`src/sv/pwlt_pkg.sv`:
```
// ----------------------------------------------------------------------------
// pwlt_pkg
// Shared widths, stage payload types and segment tables for the
// piecewise-linear tanh pipeline.
// ----------------------------------------------------------------------------
package pwlt_pkg;

   localparam int unsigned DATA_W     = 32;
   localparam int unsigned MAG_W      = 31;
   localparam int unsigned SEG_COUNT  = 16;
   localparam int unsigned SEG_W      = $clog2(SEG_COUNT);
   localparam int unsigned COEF_W     = 31;
   localparam int unsigned PROD_W     = MAG_W + COEF_W;
   localparam int unsigned FRAC_SHIFT = 27;
   localparam int unsigned HI_W       = PROD_W - FRAC_SHIFT;
   localparam int unsigned SUM_W      = HI_W + 1;

   // band edges below the top one; the top edge is 2^31 and takes every magnitude
   localparam logic [MAG_W-1:0] EDGE_TAB [SEG_COUNT-1] = '{
      31'd33584191,  31'd58182438,  31'd80361293,  31'd102120620,
      31'd124483371, 31'd148392654, 31'd174972063, 31'd206183541,
      31'd244722657, 31'd281591256, 31'd312045360, 31'd358241226,
      31'd403095772, 31'd471425623, 31'd530372454
   };

   localparam logic [COEF_W-1:0] SLOPE_TAB [SEG_COUNT] = '{
      31'd2114623134, 31'd1910645334, 31'd1662969581, 31'd1396521636,
      31'd1131979061, 31'd881027392,  31'd652221876,  31'd451080022,
      31'd281798391,  31'd159724746,  31'd98692663,   31'd60001039,
      31'd27632752,   31'd13732196,   31'd2832019,    31'd172634
   };

   localparam logic [COEF_W-1:0] BIAS_TAB [SEG_COUNT] = '{
      31'd0,          31'd51039676,   31'd158405367,  31'd317937954,
      31'd519217264,  31'd751968259,  31'd1004938252, 31'd1267155516,
      31'd1527203771, 31'd1749783808, 31'd1877830237, 31'd1967785133,
      31'd2054179492, 31'd2095926998, 31'd2134212723, 31'd2144721503
   };

   typedef struct packed {
      logic             neg;
      logic [SEG_W-1:0] seg;
      logic [MAG_W-1:0] mag;
   } s1_type;

   typedef struct packed {
      logic              neg;
      logic [SEG_W-1:0]  seg;
      logic [PROD_W-1:0] prod;
   } s2_type;

endpackage

```
`src/sv/pwlt_seg.sv`:
```
// ----------------------------------------------------------------------------
// pwlt_seg
// First stage: magnitude of the sample and band selection.
// ----------------------------------------------------------------------------
module pwlt_seg (
   input  logic                          clock,
   input  logic                          reset,
   input  logic                          in_valid,
   input  logic [pwlt_pkg::DATA_W-1:0]   sample,
   output logic                          valid_ff,
   output pwlt_pkg::s1_type              stage_ff
);
   import pwlt_pkg::*;

   logic                 valid_in;
   s1_type               stage_in;
   logic [MAG_W-1:0]     mag;
   logic [DATA_W-1:0]    negated;
   logic [SEG_COUNT-2:0] below;
   logic [SEG_W-1:0]     seg;

   always_comb begin
      negated = DATA_W'(0) - sample;
      if (!sample[DATA_W-1]) begin
         mag = sample[MAG_W-1:0];
      end else if (sample[MAG_W-1:0] == '0) begin
         // most negative sample clamps to the largest magnitude
         mag = '1;
      end else begin
         mag = negated[MAG_W-1:0];
      end
   end

   always_comb begin
      for (int k = 0; k < SEG_COUNT - 1; k++) begin
         below[k] = (mag <= EDGE_TAB[k]);
      end
      // lowest band whose edge covers the magnitude
      seg = SEG_W'(SEG_COUNT - 1);
      for (int k = SEG_COUNT - 2; k >= 0; k--) begin
         if (below[k]) begin
            seg = SEG_W'(k);
         end
      end
   end

   assign valid_in       = in_valid;
   assign stage_in.neg   = sample[DATA_W-1];
   assign stage_in.seg   = seg;
   assign stage_in.mag   = mag;

   always_ff @(posedge clock) begin
      if (reset) begin
         valid_ff <= 1'b0;
      end else begin
         valid_ff <= valid_in;
      end
   end

   always_ff @(posedge clock) begin
      stage_ff <= stage_in;
   end

endmodule

```
`src/sv/pwlt_mul.sv`:
```
// ----------------------------------------------------------------------------
// pwlt_mul
// Second stage: slope lookup and magnitude times slope.
// ----------------------------------------------------------------------------
module pwlt_mul (
   input  logic              clock,
   input  logic              reset,
   input  logic              in_valid,
   input  pwlt_pkg::s1_type  stage,
   output logic              valid_ff,
   output pwlt_pkg::s2_type  stage_ff
);
   import pwlt_pkg::*;

   logic        valid_in;
   s2_type      stage_in;
   logic [COEF_W-1:0] slope;

   assign slope         = SLOPE_TAB[stage.seg];
   assign valid_in      = in_valid;
   assign stage_in.neg  = stage.neg;
   assign stage_in.seg  = stage.seg;
   assign stage_in.prod = PROD_W'(stage.mag) * PROD_W'(slope);

   always_ff @(posedge clock) begin
      if (reset) begin
         valid_ff <= 1'b0;
      end else begin
         valid_ff <= valid_in;
      end
   end

   always_ff @(posedge clock) begin
      stage_ff <= stage_in;
   end

endmodule

```
`src/sv/pwlt_out.sv`:
```
// ----------------------------------------------------------------------------
// pwlt_out
// Third stage: scale down, add the bias, saturate and restore the sign.
// ----------------------------------------------------------------------------
module pwlt_out (
   input  logic                          clock,
   input  logic                          reset,
   input  logic                          in_valid,
   input  pwlt_pkg::s2_type              stage,
   output logic                          valid_ff,
   output logic [pwlt_pkg::DATA_W-1:0]   result_ff
);
   import pwlt_pkg::*;

   localparam logic [SUM_W-1:0] POS_MAX = SUM_W'(33'h0_7FFF_FFFF);
   localparam logic [SUM_W-1:0] NEG_MAX = SUM_W'(33'h0_8000_0000);

   logic              valid_in;
   logic [DATA_W-1:0] result_in;
   logic [HI_W-1:0]   hi;
   logic              round_up;
   logic [SUM_W-1:0]  sum;
   logic [DATA_W-1:0] neg_mag;

   assign hi       = stage.prod[PROD_W-1:FRAC_SHIFT];
   // negative path rounds the magnitude up, giving floor of the negated product
   assign round_up = stage.neg & (|stage.prod[FRAC_SHIFT-1:0]);
   assign sum      = SUM_W'(hi) + SUM_W'(BIAS_TAB[stage.seg]) + SUM_W'(round_up);

   always_comb begin
      neg_mag = (sum > NEG_MAX) ? NEG_MAX[DATA_W-1:0] : sum[DATA_W-1:0];
      if (stage.neg) begin
         result_in = DATA_W'(0) - neg_mag;
      end else if (sum > POS_MAX) begin
         result_in = POS_MAX[DATA_W-1:0];
      end else begin
         result_in = sum[DATA_W-1:0];
      end
   end

   assign valid_in = in_valid;

   always_ff @(posedge clock) begin
      if (reset) begin
         valid_ff <= 1'b0;
      end else begin
         valid_ff <= valid_in;
      end
   end

   always_ff @(posedge clock) begin
      result_ff <= result_in;
   end

endmodule

```
`src/sv/piecewise_linear_tanh.sv`:
```
// ----------------------------------------------------------------------------
// piecewise_linear_tanh
// Sixteen-segment piecewise-linear tanh, Q27-ish in, Q31-ish out.
// ----------------------------------------------------------------------------
// One sample is taken at every clock where start is high; busy stays low, so
// samples may be issued back to back without gaps. Each sample yields exactly
// one result, shown on rsp_tanh_out for a single cycle with rsp_valid high,
// in issue order. The three register stages are band select, the 31x31 slope
// multiply, and bias add with saturation. Results are not buffered and must be
// taken when shown.
module piecewise_linear_tanh (
   input  logic                          clock,
   input  logic                          reset,
   input  logic                          start,
   output logic                          busy,
   input  logic [pwlt_pkg::DATA_W-1:0]   req_sample_in,
   output logic                          rsp_valid,
   output logic [pwlt_pkg::DATA_W-1:0]   rsp_tanh_out
);
   import pwlt_pkg::*;

   logic   accept;
   logic   s1_valid;
   s1_type s1_stage;
   logic   s2_valid;
   s2_type s2_stage;

   assign busy   = 1'b0;
   assign accept = start & ~busy;

   pwlt_seg u_seg (
      .clock    (clock),
      .reset    (reset),
      .in_valid (accept),
      .sample   (req_sample_in),
      .valid_ff (s1_valid),
      .stage_ff (s1_stage)
   );

   pwlt_mul u_mul (
      .clock    (clock),
      .reset    (reset),
      .in_valid (s1_valid),
      .stage    (s1_stage),
      .valid_ff (s2_valid),
      .stage_ff (s2_stage)
   );

   pwlt_out u_out (
      .clock     (clock),
      .reset     (reset),
      .in_valid  (s2_valid),
      .stage     (s2_stage),
      .valid_ff  (rsp_valid),
      .result_ff (rsp_tanh_out)
   );

   // every result beat traces back to an accepted sample, through the seg, mul and out stage registers
   a_rsp_has_req: assert property (@(posedge clock)
      rsp_valid |-> $past(accept, 3))
      else $error("result beat without a matching sample");

   a_req_gets_rsp: assert property (@(posedge clock) disable iff (reset)
      accept |-> ##3 rsp_valid)
      else $error("accepted sample produced no result");

   // tanh keeps the sign of its argument; zero maps to zero
   a_sign_kept: assert property (@(posedge clock)
      rsp_valid |-> (rsp_tanh_out[DATA_W-1] == $past(req_sample_in[DATA_W-1], 3)))
      else $error("result sign differs from sample sign");

   a_zero_kept: assert property (@(posedge clock)
      (rsp_valid && ($past(req_sample_in, 3) == '0)) |-> (rsp_tanh_out == '0))
      else $error("zero sample gave nonzero result");

endmodule

```
`config.mk`:
```
export PLATFORM = sky130hd
export DESIGN_NAME = piecewise_linear_tanh
export DESIGN_NICKNAME = d
export VERILOG_FILES = /design/src/sv/pwlt_pkg.sv /design/src/sv/pwlt_seg.sv /design/src/sv/pwlt_mul.sv /design/src/sv/pwlt_out.sv /design/src/sv/piecewise_linear_tanh.sv
export SDC_FILE = /design/constraint.sdc
export NUM_CORES = 2
export LEC_CHECK = 0
export BUFFER_PORTS_ARGS = -buffer_cell sky130_fd_sc_hd__buf_2
export CAP_MARGIN = 20
export CORE_MARGIN = 5
export CORE_UTILIZATION = 45
export CTS_BUF_LIST = sky130_fd_sc_hd__clkbuf_8 sky130_fd_sc_hd__clkbuf_16
export DETAILED_ROUTE_END_ITERATION = 8
export PLACE_DENSITY = 0.66
export REMOVE_ABC_BUFFERS = 1
export SETUP_SLACK_MARGIN = 0.1
export SLEW_MARGIN = 30
export SYNTH_ARGS = -nofsm -noshare
export SYNTH_HDL_FRONTEND = slang
export SYNTH_SLANG_ARGS = --single-unit
```
`constraint.sdc`:
```
create_clock -name clock -period 22 [get_ports clock]
set_clock_uncertainty 0.05 [all_clocks]
set_input_delay 4.4 -clock clock [delete_from_list [all_inputs] [get_ports clock]]
set_output_delay 4.4 -clock clock [all_outputs]
set_load 0.03 [all_outputs]
```
Yosys cells after proc, flatten, opt, wreduce, memory -nomap -nowiden
Memories as Yosys holds them, arrays and structs flattened.
Index checks and enable logic that the tools add are counted.
{"block": "word_totals", "reg_bits": 138, "rom_bits": 992, "output_inout_bits": 34, "memories": 2}
{"name": "(no name shown)", "depth": 16, "width": 31, "rd": 1, "rd_clocked_by_memory_dff": 0, "write_ports": 0, "line": "pwlt_mul.sv:19", "source": "assign slope = SLOPE_TAB[stage.seg];"}
{"name": "(no name shown)", "depth": 16, "width": 31, "rd": 1, "rd_clocked_by_memory_dff": 0, "write_ports": 0, "line": "pwlt_out.sv:28", "source": "assign sum = SUM_W'(hi) + SUM_W'(BIAS_TAB[stage.seg]) + SUM_W'(round_up);"}
{"block": "op_classes", "addsub": 4, "n_mul": 1, "magnitude_cmp": 19, "mux": 23, "n_bitwise": 3, "reduce_logical": 5}
{"operator": "$le A31 B29 Y1 const B", "count": 6}
{"operator": "$mux W31", "count": 6}
{"operator": "$le A31 B28 Y1 const B", "count": 4}
{"operator": "$mux W32", "count": 3}
{"operator": "$le A31 B27 Y1 const B", "count": 3}
{"operator": "$le A31 B26 Y1 const B", "count": 2}
{"operator": "$mul A31 B31 Y62", "count": 1}
{"operator": "$add A35 B31 Y36", "count": 1}
{"operator": "$add A36 B1 Y36", "count": 1}
{"operator": "$gt A36 B31 Y1 const B", "count": 1}
{"operator": "$gt A36 B32 Y1 const B", "count": 1}
{"operator": "$sub A1 B32 Y32 const A", "count": 1}
{"operator": "$logic_not A31 Y1", "count": 1}
{"operator": "$sub A1 B31 Y31 const A", "count": 1}
{"operator": "$reduce_or A27 Y1", "count": 1}
{"operator": "$mux W3", "count": 8}
{"operator": "$ge A5 B5 Y1 const B", "count": 2}
{"operator": "$not A4 Y5", "count": 2}
{"operator": "$mux W2", "count": 4}
{"operator": "$reduce_or A8 Y1", "count": 1}
{"operator": "$reduce_or A4 Y1", "count": 1}
{"operator": "$mux W1", "count": 2}
{"operator": "$reduce_or A2 Y1", "count": 1}
{"operator": "$and A1 B1 Y1", "count": 1}

Depth between registers and ports, before layout
{"block": "logic_depth", "ltp_word": 18, "depth_mapped": 39}

By module
A second synthesis with hierarchy kept.
{"block": "hier_totals", "cells_unflattened": 5021, "area_unflattened_um2": 42882.4}
{"mod": "pwlt_mul", "instances": 1, "cells_each": 3719, "area_per_inst_um2": 33358.2, "seq_area_each_um2": 1361.3}
{"mod": "pwlt_out", "instances": 1, "cells_each": 713, "area_per_inst_um2": 4956.0, "seq_area_each_um2": 660.6}
{"mod": "pwlt_seg", "instances": 1, "cells_each": 587, "area_per_inst_um2": 4556.9, "seq_area_each_um2": 740.7}
{"mod": "piecewise_linear_tanh", "instances": 1, "cells_each": 2, "area_per_inst_um2": 11.3, "seq_area_each_um2": 0.0}

Least setup slack after synthesis
No wires, ideal clock.
{"block": "synth_timing", "path_kind": "flip-flop to flip-flop", "start": "register u_seg.stage_ff[32] in the netlist's numbering", "end": "register u_mul.stage_ff[56] in the netlist's numbering", "arrival_time_ns": 8.754, "slack_ns": 13.069, "path_stages_with_launch": 35, "period_less_slack_ns": 8.931, "path_cell_list": "dfxtp_1 > clkbuf_1 > inv_1 > ha_1 > nor2_1 > o31ai_1 > clkbuf_1 > and2_1 > fa_1 > fa_1 > fa_1 > inv_1 > fa_1 > inv_1 > fa_1 > inv_1 > fa_1 > inv_1 > fa_1 > inv_1 > fa_1 > inv_1 > ha_1 > a21oi_1 > o21ai_0 > a221o_1 > a221o_1 > o21ai_0 > nand2_1 > a311oi_1 > o31ai_1 > a21oi_1 > nand2b_1 > o21ai_0 > xor2_1"}
{"element": "start: declaration", "line": "pwlt_seg.sv:11", "source": "output pwlt_pkg::s1_type stage_ff"}
{"element": "start signal: assignment", "line": "pwlt_seg.sv:61", "source": "stage_ff <= stage_in;"}
{"element": "end signal: assignment", "line": "pwlt_mul.sv:34", "source": "stage_ff <= stage_in;"}
{"element": "end: declaration", "line": "pwlt_mul.sv:11", "source": "output pwlt_pkg::s2_type stage_ff"}

==> impl_metrics.json <==
{
  "num-nets-final": 6053,
  "relSlewSlack": 0.341,
  "ctsHoldBuffers": 0,
  "fin_util": 0.476,
  "slew_violations": 0,
  "clock_sinks": 138,
  "vias": 34200,
  "wl_um": 125000,
  "ios": 69,
  "cpPeakStageDelay_ps": 770,
  "die-area_mm2": 0.0999,
  "setup_tns_ps": 0,
  "fin_cells": 6141,
  "hold_ws_ps": 278,
  "ys_seq_area_frac": 0.0655,
  "endpoint_kind": "flip-flop",
  "grt_pass1_wl_um": 201000,
  "fillCellCount": 9051,
  "initialDrtViolationCount": 2796,
  "antenna_found_initial": 2,
  "core_area_mm2": 0.0932,
  "drt-wirelength-per-cell_um": 20.3,
  "cts_max_level": 4,
  "dr.pass1.iters": 5,
  "avgSynthCellArea_um2": 8.44,
  "gr-total-overflow": 0,
  "num_rows": 112,
  "io_buffers": 67,
  "die_w_um": 316,
  "finalCritPeriodShare": 0.472,
  "max_slew.worst_pin.slew_ps": 989,
  "r2r_start": "u_seg.stage_ff[33]",
  "r2r_end": "u_mul.stage_ff[56]",
  "cp.required_ps": 22310,
  "path_class": "reg -> reg",
  "grt_setup_unrepaired": "false",
  "cts_resized": 0,
  "cts_buffers": 17,
  "postCtsSetupBuffers": 0,
  "clock_path_buffers": 2,
  "regToRegSetupSlack_ps": 11610,
  "gp_congestion": 0.956,
  "ys_types": 96,
  "rr_worst_depth": 33,
  "gr-usage-all-layers": 0.255,
  "ctsRootBufferMaster": "clkbuf_16",
  "drv_cap": 0,
  "crit_top_cell": "fa_1",
  "layout_commonest_cell": "inv_1",
  "finalCriticalPeriod_ps": 10390,
  "synthCells": 4999,
  "yosysWarnings": 0,
  "hold_viol": 0,
  "path_clk_slew_ps": 60,
  "endpoint": "u_mul.stage_ff[56]",
  "area_growth_pct": 5.24,
  "cts_tree": "yes",
  "final_cell_mix": "944 x inv_1, 839 x fa_1, 645 x nand2_1, 495 x and2_1, 307 x ha_1",
  "syn_area_mm2": 0.0422,
  "critPathMaxFanout": 54,
  "routed_via_density": 5.57,
  "hold_path_class": "reg -> reg",
  "worstSetupStartpoint": "u_seg.stage_ff[33]",
  "drive_above_1_share": 0.0532,
  "synth-main-ff-cell": "dfxtp_1",
  "synth-edff-count": 0,
  "async_flop_share": 0,
  "setup_viol_count_final": 0,
  "fp.dieH_um": 316,
  "clock_latency_ps": 510,
  "max_freq_mhz": 96.3,
  "dpl.hpwl_um": 93700,
  "cp.arrival_ps": 10700,
  "grt_max_degree": 55,
  "startpoint_type": "flip-flop",
  "start_util": 0.452,
  "ys_seq_elements": 138,
  "status": "finished, final reports clean",
  "slowest_stage": "a22oi_2",
  "drc": 0,
  "postRouteAntennaNets": 0,
  "placed_cells": 6104,
  "first_global_vias": 35700
}
## how the worst min path moves through the flow
stage	start	endpoint	cells after the start
finish	u_seg.stage_ff[35]	u_mul.stage_ff[66]	0
global route	u_seg.stage_ff[35]	u_mul.stage_ff[66]	0
CTS	u_seg.stage_ff[35]	u_mul.stage_ff[66]	0
detailed placement	u_seg.stage_ff[35]	u_mul.stage_ff[66]	0
global placement	u_seg.stage_ff[35]	u_mul.stage_ff[66]	0
floorplan	u_seg.stage_ff[35]	u_mul.stage_ff[66]	0
## synth_stat cells, types with 17 or more instances
cell | instances | area share
a211oi_1 | 27 | 0.0048
nand2b_1 | 34 | 0.0050
nand3_1 | 62 | 0.0074
or3_1 | 21 | 0.0031
o21bai_1 | 28 | 0.0050
nor4_1 | 31 | 0.0046
xnor2_1 | 83 | 0.017
a21o_1 | 74 | 0.013
o21ai_0 | 125 | 0.015
xor2_1 | 47 | 0.0098
inv_1 | 941 | 0.084
ha_1 | 307 | 0.091
dfxtp_1 | 138 | 0.066
o211ai_1 | 17 | 0.0030
clkbuf_1 | 270 | 0.024
fa_1 | 839 | 0.40
nor2b_1 | 25 | 0.0037
a21oi_1 | 168 | 0.020
nor2_1 | 166 | 0.015
nand2_1 | 645 | 0.057
o21a_1 | 29 | 0.0052
nand4_1 | 38 | 0.0056
and2_1 | 495 | 0.073
nor3_1 | 70 | 0.0083
a31oi_1 | 33 | 0.0049
## cell type report
type,instances,area [um^2],share of cell area
antenna,3,7.51,0.000169
clock buffer,18,439,0.00990
clock inverter,13,95.1,0.00214
inverter,944,3540,0.0798
multi-input combinational,3627,35000,0.788
sequential,138,2770,0.0625
tap,1254,1570,0.0354
timing repair buffer,144,993,0.0224
## metal layers
metal	wire length, um	part of all wire	GRT usage
met5	0	0	0
met1	53200	0.43	0.353
met4	4480	0.036	0.0853
met2	57000	0.46	0.410
met3	9890	0.079	0.0453
## critical path: cells and delay by family, from the launching register on
family	cells	cell delay [ps]
AOI/OAI and AO/OA	10	3330
xor gates and xnor gates	1	160
adders and majority gates	9	4270
buffers and inverters	9	1420
DFF	1	310
and+or+nand+nor	4	680
## logic make-up (layout without fill, tap and decap cells)
logic type	after synthesis	count (layout)	share of synthesized area
xor+xnor	131	131	0.0274
fa+ha+maj	1146	1146	0.489
buf+inv	1234	1119	0.111
simple gates	1680	1680	0.201
flops	138	138	0.0655
compound gates	657	657	0.103
mux	12	12	0.00291
other cells	1	4	0.0000889
## sequential cells by signal (all words and copies together) (netlist names)
register	flops
u_out.result_ff	32
u_out.valid_ff	1
u_mul.stage_ff	67
u_seg.valid_ff	1
u_mul.valid_ff	1
u_seg.stage_ff	36
## metrics by stage
stage	worst slack, ps	cell area (um^2)
floorplan	11950	41000
global placement	11920	43700
detailed placement	11650	43700
CTS	11620	44300
global route	11130	44400
finish	11610	44400
Power is left out: the tool's default activity adds up to more than one toggle a clock period on the data nets, which glitch-free logic cannot reach.
